File: src/hdl/chcw_pkg.sv
// shared constants, types and tables for the cosine hemisphere concentric warp
package chcw_pkg;

    localparam int SAMPLE_BITS   = 16;
    localparam int CORDIC_STAGES = 16;

    localparam int AB_W       = SAMPLE_BITS + 2;
    localparam int MAG_W      = SAMPLE_BITS + 1;
    localparam int Q_W        = 17;
    localparam int REM_W      = MAG_W + 1;
    localparam int DIV_STEPS  = Q_W;
    localparam int ANG_W      = 32;
    localparam int TPROD_W    = Q_W + 30;
    localparam int PROD_W     = AB_W + ANG_W;
    localparam int ROUND_SH   = SAMPLE_BITS + 15;
    localparam int SQ_W       = 31;
    localparam int ROOT_STEPS = 16;
    localparam int OUT_W      = 16;
    localparam int Z_W        = 15;

    localparam logic [29:0] PI4_Q30 = 30'h3243F6A8;
    localparam logic signed [ANG_W-1:0] KGAIN_Q30 = 32'sh26DD3B6A;

    localparam logic signed [ANG_W-1:0] ATAN_Q30 [32] = '{
        32'sh3243F6A8, 32'sh1DAC6705, 32'sh0FADBAFC, 32'sh07F56EA6,
        32'sh03FEAB76, 32'sh01FFD55B, 32'sh00FFFAAA, 32'sh007FFF55,
        32'sh003FFFEA, 32'sh001FFFFD, 32'sh000FFFFF, 32'sh0007FFFF,
        32'sh0003FFFF, 32'sh0001FFFF, 32'sh0000FFFF, 32'sh00007FFF,
        32'sh00003FFF, 32'sh00001FFF, 32'sh00000FFF, 32'sh000007FF,
        32'sh000003FF, 32'sh000001FF, 32'sh000000FF, 32'sh0000007F,
        32'sh0000003F, 32'sh0000001F, 32'sh0000000F, 32'sh00000007,
        32'sh00000003, 32'sh00000001, 32'sh00000000, 32'sh00000000
    };

    typedef enum logic [1:0] {
        REGION_K0,
        REGION_K2,
        REGION_K4,
        REGION_K6
    } region_t;

    typedef struct packed {
        logic                   center;
        logic                   neg;
        region_t                region;
        logic signed [AB_W-1:0] radius;
    } side_t;

endpackage

File: src/hdl/chcw_div.sv
// pipelined restoring divider, one quotient bit per stage
module chcw_div (
    input  logic                       clk,
    input  logic                       rst_n,
    input  logic                       en,
    input  logic                       in_vld,
    input  logic [chcw_pkg::MAG_W-1:0] an,
    input  logic [chcw_pkg::MAG_W-1:0] ad,
    input  chcw_pkg::side_t            side_in,
    output logic                       out_vld,
    output logic [chcw_pkg::Q_W-1:0]   q,
    output chcw_pkg::side_t            side_out
);
    import chcw_pkg::*;

    logic [REM_W-1:0]     rem_reg  [DIV_STEPS];
    logic [Q_W-1:0]       q_reg    [DIV_STEPS];
    logic [MAG_W-1:0]     ad_reg   [DIV_STEPS];
    side_t                side_reg [DIV_STEPS];
    logic [DIV_STEPS-1:0] vld_reg;

    logic [REM_W-1:0] rem_in   [DIV_STEPS];
    logic [REM_W-1:0] diff     [DIV_STEPS];
    logic [REM_W-1:0] rem_next [DIV_STEPS];
    logic [Q_W-1:0]   q_in     [DIV_STEPS];
    logic [Q_W-1:0]   q_next   [DIV_STEPS];
    logic [MAG_W-1:0] ad_in    [DIV_STEPS];
    side_t            side_in_s[DIV_STEPS];
    logic [DIV_STEPS-1:0] ge;

    always_comb
    begin
        for (int j = 0; j < DIV_STEPS; j++)
        begin
            if (j == 0)
            begin
                rem_in[j]    = {1'b0, an};
                q_in[j]      = '0;
                ad_in[j]     = ad;
                side_in_s[j] = side_in;
            end
            else
            begin
                rem_in[j]    = rem_reg[j-1];
                q_in[j]      = q_reg[j-1];
                ad_in[j]     = ad_reg[j-1];
                side_in_s[j] = side_reg[j-1];
            end
            ge[j]       = rem_in[j] >= {1'b0, ad_in[j]};
            diff[j]     = ge[j] ? rem_in[j] - {1'b0, ad_in[j]} : rem_in[j];
            rem_next[j] = {diff[j][REM_W-2:0], 1'b0};
            q_next[j]   = {q_in[j][Q_W-2:0], ge[j]};
        end
    end

    always_ff @(posedge clk or negedge rst_n)
    begin
        if (!rst_n)
            vld_reg <= '0;
        else if (en)
            vld_reg <= {vld_reg[DIV_STEPS-2:0], in_vld};
    end

    always_ff @(posedge clk)
    begin
        if (en)
        begin
            for (int j = 0; j < DIV_STEPS; j++)
            begin
                rem_reg[j]  <= rem_next[j];
                q_reg[j]    <= q_next[j];
                ad_reg[j]   <= ad_in[j];
                side_reg[j] <= side_in_s[j];
            end
        end
    end

    assign out_vld  = vld_reg[DIV_STEPS-1];
    assign q        = q_reg[DIV_STEPS-1];
    assign side_out = side_reg[DIV_STEPS-1];

endmodule

File: config.mk
export PLATFORM = sky130hd
export DESIGN_NAME = chcw_div
export DESIGN_NICKNAME = d
export VERILOG_FILES = /design/src/hdl/chcw_pkg.sv /design/src/hdl/chcw_div.sv
export SDC_FILE = /design/constraint.sdc
export NUM_CORES = 1
export LEC_CHECK = 0
export BUFFER_PORTS_ARGS = -buffer_cell sky130_fd_sc_hd__buf_2
export CORE_ASPECT_RATIO = 1.4
export CORE_MARGIN = 8
export CORE_UTILIZATION = 54
export DETAILED_ROUTE_END_ITERATION = 7
export GPL_ROUTABILITY_DRIVEN = 0
export GPL_TIMING_DRIVEN = 1
export PLACE_DENSITY = 0.7
export SLEW_MARGIN = 20
export SYNTH_ARGS = -nofsm -noshare
export SYNTH_HDL_FRONTEND = slang
export SYNTH_SLANG_ARGS = --single-unit
export TNS_END_PERCENT = 10
File: constraint.sdc
create_clock -name clk -period 5.56 [get_ports clk]
set_input_delay 1.112 -clock clk [delete_from_list [all_inputs] [get_ports clk]]
set_output_delay 1.112 -clock clk [all_outputs]
set_load 0.1 [all_outputs]
==> flow_metrics.env <==
export IMPL_status="completed"
export IMPL_cts_buffers=100
export IMPL_r2r_cells=9
export IMPL_largest_reg_flops=374
export IMPL_p_comb_frac=0.348
export IMPL_path_common_cell="a21oi_1"
export IMPL_critical_path_top_delay_family="simple AND/OR/NAND/NOR gates"
export IMPL_setup_viol=0
export IMPL_path_max_fanout=18
export IMPL_cts_sinks=1088
export IMPL_drc_errors=0
export IMPL_max_cap_viol_count=0
export IMPL_crit_slowest_cell="or4b_1"
export IMPL_cp_end_kind="flop"
export IMPL_rr_endpoint="rem_reg[0][80]"
export IMPL_power_total_mw=28.9
export IMPL_crit_arrival_ns=4.03
export IMPL_grt_pass1_vias=28881
export IMPL_insertion_delay_ns=0.71
export IMPL_routed_via_count=27260
export IMPL_utilization=0.606
export IMPL_hold_ws_ns=0.340
export IMPL_r2r_slack_ns=1.96
export IMPL_n_antenna_cell=0
export IMPL_gr_usage_all_layers=0.158
export IMPL_die_x_um=272
export IMPL_cts_buffer_depth=3
export IMPL_synth_main_ff_cell="edfxtp_1"
export IMPL_clock_skew_ns=0.0410
export IMPL_place_hpwl_mm=57.3
export IMPL_yosysSeqAreaShare=0.658
export IMPL_wirelength_mm=80.9
export IMPL_cp_cell_sequence="ha_1, nor2b_1, o21a_1, o21ai_1, a21oi_1, nor2_1, a21oi_1, or4b_1, mux2_2"
export IMPL_crit_buf_inv=0
export IMPL_grt_ovfl_total=0
export IMPL_critical_path_startpoint_type="flop"
export IMPL_yosys_cell_types_count=74
export IMPL_finalCritPeriodShare=0.648
export IMPL_p_seq_frac=0.409
export IMPL_syn_num_nets=3872
export IMPL_finalNetCount=4053
export IMPL_area_growth_synth_to_final_pct=11.2
export IMPL_postSynthCellCount=3508
export IMPL_hold_viol=0
export IMPL_cp_num_cells=9
export IMPL_pwr_share_clk=0.244
export IMPL_crit_end="rem_reg[0][80]"
export IMPL_start_util=0.545
export IMPL_grt_max_degree=194
export IMPL_post_cts_buffers=0
export IMPL_cp_startpoint="rem_reg[0][52]"
export IMPL_drive_gt1_frac=0.125
export IMPL_slew_limit_headroom=0.371
export IMPL_crit_path_max_incr_delay_ns=0.89
export IMPL_avgViaCountPerCell=5.48
export IMPL_rows=131
export IMPL_syn_area_um2=49500
export IMPL_antenna_found_initial=0
export IMPL_leakagePower_nw=21.6
export IMPL_io_buffers=99
export IMPL_hold_class="in2async"
export IMPL_finalCriticalPeriod_ns=3.60
export IMPL_slew_viol_final=0
export IMPL_p_int_mw=19.8
export IMPL_cts_resized=0
export IMPL_worstPathRequired_ns=5.99
export IMPL_design_core_area_um2=91000
export IMPL_postRouteAntennaNets=0
export IMPL_cts_htree_levels=3
export IMPL_p_switching_mw=9.11
export IMPL_ir_drop_mv=0.283
export IMPL_die_area_um2=102000
export IMPL_p_sw_frac=0.315
export IMPL_synth_edff_count=1071
export IMPL_io_pins=100
export IMPL_fin_ws_ns=1.96
export IMPL_dr_pass1_iters=5
export IMPL_yosys_warnings=0
export IMPL_cts_root_buffer="clkbuf_16"
export IMPL_die_y_um=374
export IMPL_syn_avg_cell_area_um2=14.1
export IMPL_layout_cells_non_filler=4970
export IMPL_wl_per_cell_um=16.3
export IMPL_fin_setup_tns_ns=0
export IMPL_cts_tree="yes"
export IMPL_placed_cell_area_um2=51600
export IMPL_power_density_nw_per_um2=525
export IMPL_grt_first_pass_wirelength_mm=132
export IMPL_fmax_ghz=0.278
export IMPL_placed_cells=4782
export IMPL_rr_startpoint="rem_reg[0][52]"
export IMPL_path_class="reg2reg"
export IMPL_drt_initial_drc_count=1138
export IMPL_tightest_slew_ns=0.944
export IMPL_cts_clk_slew_worst_paths_ns=0.06
export IMPL_synth_seq_cells=1088
export IMPL_fillers=6933
export IMPL_dpl_worst_slack_ns=1.35
export IMPL_rsz0062_at_grt="false"
export IMPL_ys_async_sr_fraction=0.0156
export IMPL_final_cell_area_um2=55100
export IMPL_hold_buffers=0
-- area by class of cell --
class / instances / area [µm²] / area share
clock buffers: 123 / 2610 / 0.0474
clock inverters: 63 / 812 / 0.0147
inverters: 354 / 1330 / 0.0241
multi-input cells: 2023 / 15500 / 0.281
flip-flops and latches: 1088 / 32600 / 0.592
well taps: 1197 / 1500 / 0.0272
repair buffers: 122 / 764 / 0.0139
-- worst min path at each step --
stage | startpoint | to | slack [ns] | depth (start not counted)
floorplan | q_reg[0][85] | q_reg[0][103] | 0.40 | 0
global placement | side_reg[0][159] | side_reg[0][181] | 0.40 | 0
CTS | rst_n | vld_reg[16] | 0.29 | 1
finish | rst_n | vld_reg[1] | 0.34 | 1
detailed placement | q_reg[0][153] | q_reg[0][171] | 0.40 | 0
global route | rst_n | vld_reg[1] | 0.33 | 1
-- cell usage after synthesis (5+ instances only) --
cell type,n,area (µm²)
edfxtp_1,1071,32200
inv_1,354,1330
ha_1,288,3600
a21oi_1,208,1040
nor2_1,181,679
mux2_2,168,1890
o21ai_0,149,746
xnor2_1,134,1170
nand2_1,124,465
a21o_1,96,721
xor2_1,70,613
nor3_1,58,290
nor2b_1,50,313
o21a_1,50,375
nand2b_1,41,257
nand3_1,36,180
clkbuf_1,31,116
a211oi_1,30,225
a31oi_1,25,156
and3_1,25,156
nand4_1,24,150
and2_1,17,106
dfrtp_1,17,425
o31ai_1,17,128
fa_1,16,320
o211ai_1,16,120
o21bai_1,15,113
or2_2,15,93.8
a21boi_0,14,105
or3_1,14,87.6
mux2i_1,12,120
o31a_1,12,105
buf_2,10,50.1
o41ai_1,10,87.6
and4_1,9,78.8
mux2_4,7,105
o21ai_1,7,35.0
a2111oi_0,5,43.8
a221oi_1,5,43.8
-- per-layer routing --
metal,track usage,part of all wire
met1,0.131,0.32
met2,0.335,0.60
met3,0.0287,0.031
met4,0.0820,0.049
met5,0,0
-- power groups by stage --
stage | clock [mW] | combinational [mW] | sequential, mW
2_1_floorplan | 0 | 7.69 | 11.9
3_3_place_gp | 0 | 9.78 | 11.9
3_5_place_dp | 0 | 10.0 | 12.0
4_1_cts | 7.24 | 10.1 | 11.8
5_1_grt | 7.56 | 11.2 | 12.0
6_report | 7.04 | 10.1 | 11.8
-- cells in the final DEF, fill, tap and decap left out, types with 36 or more instances in the layout --
cell       count
buf_2         98
xnor2_1      134
nand3_1       36
xor2_1        70
edfxtp_1    1071
nor2_1       181
o21a_1        50
nand2_1      124
clkbuf_16    100
a21oi_1      206
ha_1         288
nor3_1        58
a21o_1        96
inv_1        354
mux2_2       168
nor2b_1       50
o21ai_0      149
nand2b_1      41
-- logic make-up after synthesis --
group,after synthesis,synth area share
AO/OA/AOI/OAI,708,0.0915
XOR/XNOR,204,0.0361
adder cells (fa/ha/maj),304,0.0792
buffers and inverters,397,0.0305
flip-flops,1088,0.658
multiplexers,187,0.0427
AND/OR/NAND/NOR,620,0.0623
(Power assumes the default switching activity.)
