===== src/hdl/chcw_pkg.sv =====
// shared constants, types and tables for the cosine hemisphere concentric warp
package chcw_pkg;

    localparam int SAMPLE_BITS   = 16;
    localparam int CORDIC_STAGES = 16;

    localparam int AB_W       = SAMPLE_BITS + 2;
    localparam int MAG_W      = SAMPLE_BITS + 1;
    localparam int Q_W        = 17;
    localparam int REM_W      = MAG_W + 1;
    localparam int DIV_STEPS  = Q_W;
    localparam int ANG_W      = 32;
    localparam int TPROD_W    = Q_W + 30;
    localparam int PROD_W     = AB_W + ANG_W;
    localparam int ROUND_SH   = SAMPLE_BITS + 15;
    localparam int SQ_W       = 31;
    localparam int ROOT_STEPS = 16;
    localparam int OUT_W      = 16;
    localparam int Z_W        = 15;

    localparam logic [29:0] PI4_Q30 = 30'h3243F6A8;
    localparam logic signed [ANG_W-1:0] KGAIN_Q30 = 32'sh26DD3B6A;

    localparam logic signed [ANG_W-1:0] ATAN_Q30 [32] = '{
        32'sh3243F6A8, 32'sh1DAC6705, 32'sh0FADBAFC, 32'sh07F56EA6,
        32'sh03FEAB76, 32'sh01FFD55B, 32'sh00FFFAAA, 32'sh007FFF55,
        32'sh003FFFEA, 32'sh001FFFFD, 32'sh000FFFFF, 32'sh0007FFFF,
        32'sh0003FFFF, 32'sh0001FFFF, 32'sh0000FFFF, 32'sh00007FFF,
        32'sh00003FFF, 32'sh00001FFF, 32'sh00000FFF, 32'sh000007FF,
        32'sh000003FF, 32'sh000001FF, 32'sh000000FF, 32'sh0000007F,
        32'sh0000003F, 32'sh0000001F, 32'sh0000000F, 32'sh00000007,
        32'sh00000003, 32'sh00000001, 32'sh00000000, 32'sh00000000
    };

    typedef enum logic [1:0] {
        REGION_K0,
        REGION_K2,
        REGION_K4,
        REGION_K6
    } region_t;

    typedef struct packed {
        logic                   center;
        logic                   neg;
        region_t                region;
        logic signed [AB_W-1:0] radius;
    } side_t;

endpackage


===== src/hdl/chcw_cordic.sv =====
// pipelined rotation cordic, one micro-rotation per stage
module chcw_cordic (
    input  logic                              clk,
    input  logic                              rst_n,
    input  logic                              en,
    input  logic                              in_vld,
    input  logic signed [chcw_pkg::ANG_W-1:0] theta,
    input  chcw_pkg::side_t                   side_in,
    output logic                              out_vld,
    output logic signed [chcw_pkg::ANG_W-1:0] cos_q30,
    output logic signed [chcw_pkg::ANG_W-1:0] sin_q30,
    output chcw_pkg::side_t                   side_out
);
    import chcw_pkg::*;

    logic signed [ANG_W-1:0] x_reg [CORDIC_STAGES];
    logic signed [ANG_W-1:0] y_reg [CORDIC_STAGES];
    logic signed [ANG_W-1:0] z_reg [CORDIC_STAGES];
    side_t                   side_reg [CORDIC_STAGES];
    logic [CORDIC_STAGES-1:0] vld_reg;

    logic signed [ANG_W-1:0] x_in [CORDIC_STAGES];
    logic signed [ANG_W-1:0] y_in [CORDIC_STAGES];
    logic signed [ANG_W-1:0] z_in [CORDIC_STAGES];
    logic signed [ANG_W-1:0] x_next [CORDIC_STAGES];
    logic signed [ANG_W-1:0] y_next [CORDIC_STAGES];
    logic signed [ANG_W-1:0] z_next [CORDIC_STAGES];
    side_t                   side_s [CORDIC_STAGES];

    always_comb
    begin
        for (int i = 0; i < CORDIC_STAGES; i++)
        begin
            if (i == 0)
            begin
                x_in[i]   = KGAIN_Q30;
                y_in[i]   = '0;
                z_in[i]   = theta;
                side_s[i] = side_in;
            end
            else
            begin
                x_in[i]   = x_reg[i-1];
                y_in[i]   = y_reg[i-1];
                z_in[i]   = z_reg[i-1];
                side_s[i] = side_reg[i-1];
            end
            if (!z_in[i][ANG_W-1])
            begin
                x_next[i] = x_in[i] - (y_in[i] >>> i);
                y_next[i] = y_in[i] + (x_in[i] >>> i);
                z_next[i] = z_in[i] - ATAN_Q30[i];
            end
            else
            begin
                x_next[i] = x_in[i] + (y_in[i] >>> i);
                y_next[i] = y_in[i] - (x_in[i] >>> i);
                z_next[i] = z_in[i] + ATAN_Q30[i];
            end
        end
    end

    always_ff @(posedge clk or negedge rst_n)
    begin
        if (!rst_n)
            vld_reg <= '0;
        else if (en)
            vld_reg <= {vld_reg[CORDIC_STAGES-2:0], in_vld};
    end

    always_ff @(posedge clk)
    begin
        if (en)
        begin
            for (int i = 0; i < CORDIC_STAGES; i++)
            begin
                x_reg[i]    <= x_next[i];
                y_reg[i]    <= y_next[i];
                z_reg[i]    <= z_next[i];
                side_reg[i] <= side_s[i];
            end
        end
    end

    assign out_vld  = vld_reg[CORDIC_STAGES-1];
    assign cos_q30  = x_reg[CORDIC_STAGES-1];
    assign sin_q30  = y_reg[CORDIC_STAGES-1];
    assign side_out = side_reg[CORDIC_STAGES-1];

endmodule


===== config.mk =====
export PLATFORM = sky130hd
export DESIGN_NAME = chcw_cordic
export DESIGN_NICKNAME = d
export VERILOG_FILES = /design/src/hdl/chcw_pkg.sv /design/src/hdl/chcw_cordic.sv
export SDC_FILE = /design/constraint.sdc
export NUM_CORES = 2
export LEC_CHECK = 0
export ABC_CLOCK_PERIOD_IN_PS = 4400
export BUFFER_PORTS_ARGS = -buffer_cell sky130_fd_sc_hd__buf_2
export CORE_MARGIN = 1
export CORE_UTILIZATION = 59
export DETAILED_ROUTE_END_ITERATION = 8
export GPL_TIMING_DRIVEN = 0
export PLACE_DENSITY_LB_ADDON = 0.08
export SETUP_SLACK_MARGIN = 0.4
export SYNTH_ARGS = -nofsm -noshare
export SYNTH_HDL_FRONTEND = slang
export SYNTH_SLANG_ARGS = --single-unit

===== constraint.sdc =====
create_clock -name clk -period 4.4 [get_ports clk]
set_input_delay 0.66 -clock clk [delete_from_list [all_inputs] [get_ports clk]]
set_output_delay 0.66 -clock clk [all_outputs]
set_load 0.01 [all_outputs]

==> flow_summary.toml <==
[sta]
worst_slew_pin_slew_ns = 1.08
final-hold-violation-count = 0
finalMaxSlewViolations = 0
worst_slack_ns = -0.366
period_share = 1.08
grt_setup_unrepaired = "true"
fin_crit_ns = 4.77
hold_slack_ns = 0.0827
fmax_mhz = 210
fin_skew_ns = 0.0539
max_slew_margin = 0.281
setup_violations = 28

[logic_synthesis]
avgSynthCellArea_um2 = 10.1
synth_area_mm2 = 0.131
ys.flop_type = "edfxtp_1"
synthMuxAreaShare = 0.0101
synth_top_family_by_area = "compound AO/OA/AOI/OAI gates"
synth-seq-area-share = 0.402
synth_edf_count = 1738
synth_seq_cells = 1754
ys_warn_count = 0
syn_nets = 14470
synth-simple-area-share = 0.124
ys_async_sr_fraction = 0.00912
synth_compound_area_frac = 0.184
synth_fa_ha_area_frac = 0.145
ys_types = 103
synthCells = 12926
synthXorXnorAreaFrac = 0.114

[setup_path]
worstPathRequired_ns = 4.99
crit_path_start_kind = "register"
crit_chain = "or4_4, or4_4, or3_4, nor3b_4, buf_4, a21oi_2, xor2_1, ha_1, a21o_1, a21o_1, a21oi_2, o21ai_2, buf_4, buf_4, buf_4, buf_4, buf_4, buf_4, buf_4, buf_4, a21oi_2, xnor2_1"
path_class = "reg -> reg"
critPathMaxFanout = 3
critPathMostFrequentCell = "buf_4"
cp-end-kind = "register"
slowest_stage = "or4_4"
worstPathArrival_ns = 5.36
reg2reg_from = "y_reg[0][105]$_DFFE_PP_"
startpoint = "y_reg[0][105]$_DFFE_PP_"
cp_slowest_stage_delay_ns = 0.56

[placement]
place_congestion = 0.953
place.port_buffers = 144
dp.final_hpwl_um = 253000
dpl-instance-area_mm2 = 0.136

[global_routing]
grt_max_degree = 187
grt_usage = 0.299
grt_pass1_vias = 101346
grt_first_pass_wirelength_um = 539000
overflow = 0
grt_antenna_before_repair = 3

[run_status]
failed_checks = "negative setup slack"
status = "complete, but fails checks"

[clock_tree]
cts_max_path_buffers = 3
clock_sinks = 1754
root_buffer = "clkbuf_16"
clkSlewWorstSetupHoldPaths_ns = 0.06
cts_tree = "done"
clk_latency_ns = 0.86
numCtsBuffers = 195
cts.htree.levels = 4

[final_layout]
drive_gt1_frac = 0.171
nets = 15531
largest_reg_flops = 481
fillers = 15986
area_growth_pct = 18.6
final_area_mm2 = 0.155

[detailed_routing]
post-route-drc-count = 0
drt_iter0_markers = 7835
via_per_inst = 6.12
drtPass1Iterations = 5
dr_total_vias = 104672
wl_um = 348000
postRouteAntennaNets = 0
detail_route.wl_per_cell_um = 20.3

[die]
io_pins = 145
die-area_mm2 = 0.224
initial_core_util = 0.594
fp-row-count = 172
die_height_um = 473
fp.coreArea_mm2 = 0.220
die_w_um = 473

[hold_path]
hp-start = "theta[3]"
hp-class = "in -> reg"

[flow_run]
drv_cap = 0
[placed cells by master (no fill, tap or decap), drive strengths merged, types with 88 or more instances in the layout]
cell type | synthesis | layout
a211oi | 124 | 124
a21o | 546 | 546
ha | 1442 | 1442
nand4 | 102 | 102
and3 | 108 | 108
or3 | 88 | 88
clkbuf | 133 | 354
a31oi | 148 | 148
a21oi | 1392 | 1392
nand2 | 598 | 598
xnor2 | 1122 | 1122
edfxtp | 1738 | 1738
o21a | 193 | 193
o21ai | 655 | 655
nor2b | 166 | 166
nor2 | 1080 | 1080
buf | 53 | 896
nor3 | 361 | 361
nand3 | 232 | 232
o21bai | 160 | 160
nand2b | 186 | 186
inv | 544 | 554
xor2 | 576 | 576
[metrics by stage]
stage	setup slack (ns)	TNS (ns)	util	cells
final	-0.366	-4.13	0.705	17117
after global routing	-0.529	-10.80	0.705	17116
after CTS	-0.336	-2.43	0.688	16924
after detailed placement	-1.69	-312.64	0.619	16038
after global placement	-23.94	-	0.618	16028
after floorplan	-0.0349	-0.0596	-	12926
[synth_stat cells (65+ instances only)]
library cell	count	area, um^2
nand2_1	598	2240
nor4_1	81	507
xor2_1	575	5040
clkbuf_1	132	495
a211oi_1	124	931
o21ai_0	647	3240
inv_1	543	2040
nand4_1	102	638
xnor2_1	1122	9830
nand3_1	232	1160
o21a_1	192	1440
or3_1	86	538
a21o_1	546	4100
o21bai_1	160	1200
nand2b_1	186	1160
nor3_1	361	1810
ha_1	1442	18000
a21oi_1	1388	6950
a31oi_1	147	920
edfxtp_1	1738	52200
nor2b_1	166	1040
and2_1	77	482
and3_1	108	676
o211ai_1	65	488
nor2_1	1080	4050
[logic make-up (layout without fill, tap and decap cells)]
| logic type | count (synthesis) | in the layout |
|---|---|---|
| AO/OA/AOI/OAI | 3824 | 3824 |
| XOR/XNOR | 1698 | 1698 |
| adder cells (fa/ha/maj) | 1486 | 1486 |
| buffers and inverters | 732 | 1963 |
| flip-flops | 1754 | 1754 |
| multiplexers | 124 | 124 |
| other | 0 | 2 |
| AND/OR/NAND/NOR | 3308 | 3308 |
[worst max-delay path: cells and delay by family, from the launching register on]
family	cells	cell delay (ns)
fa+ha+maj	1	0.34
simple gates	4	1.63
buf+inv	9	1.14
flops	1	0.41
xor+xnor	2	0.29
compound gates	6	0.72
[path summary, 6_finish.rpt]
kind                                         endpoint  slack (ns)  cells past startpoint
max                           x_reg[0][146]$_DFFE_PP_       -0.37                     22
min                             z_reg[0][3]$_DFFE_PP_        0.08                      2
max reg2reg                   x_reg[0][146]$_DFFE_PP_       -0.37                     22
min reg2reg                side_reg[1][129]$_DFFE_PP_        0.40                      0
max in group asynchronous     vld_reg[10]$_DFFE_PN0P_        3.87                      2
min in group asynchronous      vld_reg[1]$_DFFE_PN0P_        0.26                      2
[what timing repair did]
item / 4_1_cts / 5_1_grt
setup buffers: 491 / 191
cloned: 1 / 0
gates resized for setup: 964 / 524
endpoints found under the setup margin: 866 / 393
pin swaps: 456 / 446
hold buffers: 27 / 0
hold endpoints to repair: 42 / 0
[layer usage]
metal  part of all wire  GRT usage  vias to the layer above  routed length, um
met5                  0          0                        -                  0
met4              0.040      0.112                        0              13800
met3              0.059     0.0406                      705              20300
met2               0.48      0.513                     3243             167000
met1               0.42      0.382                    50228             147000
li1                   -          -                    50496                  -
[area by class of cell]
type / count / area (um^2) / area share
Antenna cell: 2 / 5.00 / 0.0000322
Buffer: 186 / 1160 / 0.00749
Clock buffer: 228 / 5050 / 0.0325
Clock inverter: 139 / 1700 / 0.0109
Inverter: 546 / 2120 / 0.0137
Multi-Input combinational cell: 10440 / 82000 / 0.528
Sequential cell: 1754 / 52600 / 0.339
Tap cell: 2958 / 3700 / 0.0238
Timing Repair Buffer: 863 / 6890 / 0.0444
Timing Repair inverter: 1 / 5.00 / 0.0000322
Power is not shown: default switching activity piles up to over one toggle a cycle in this logic, so the estimate is an artifact.
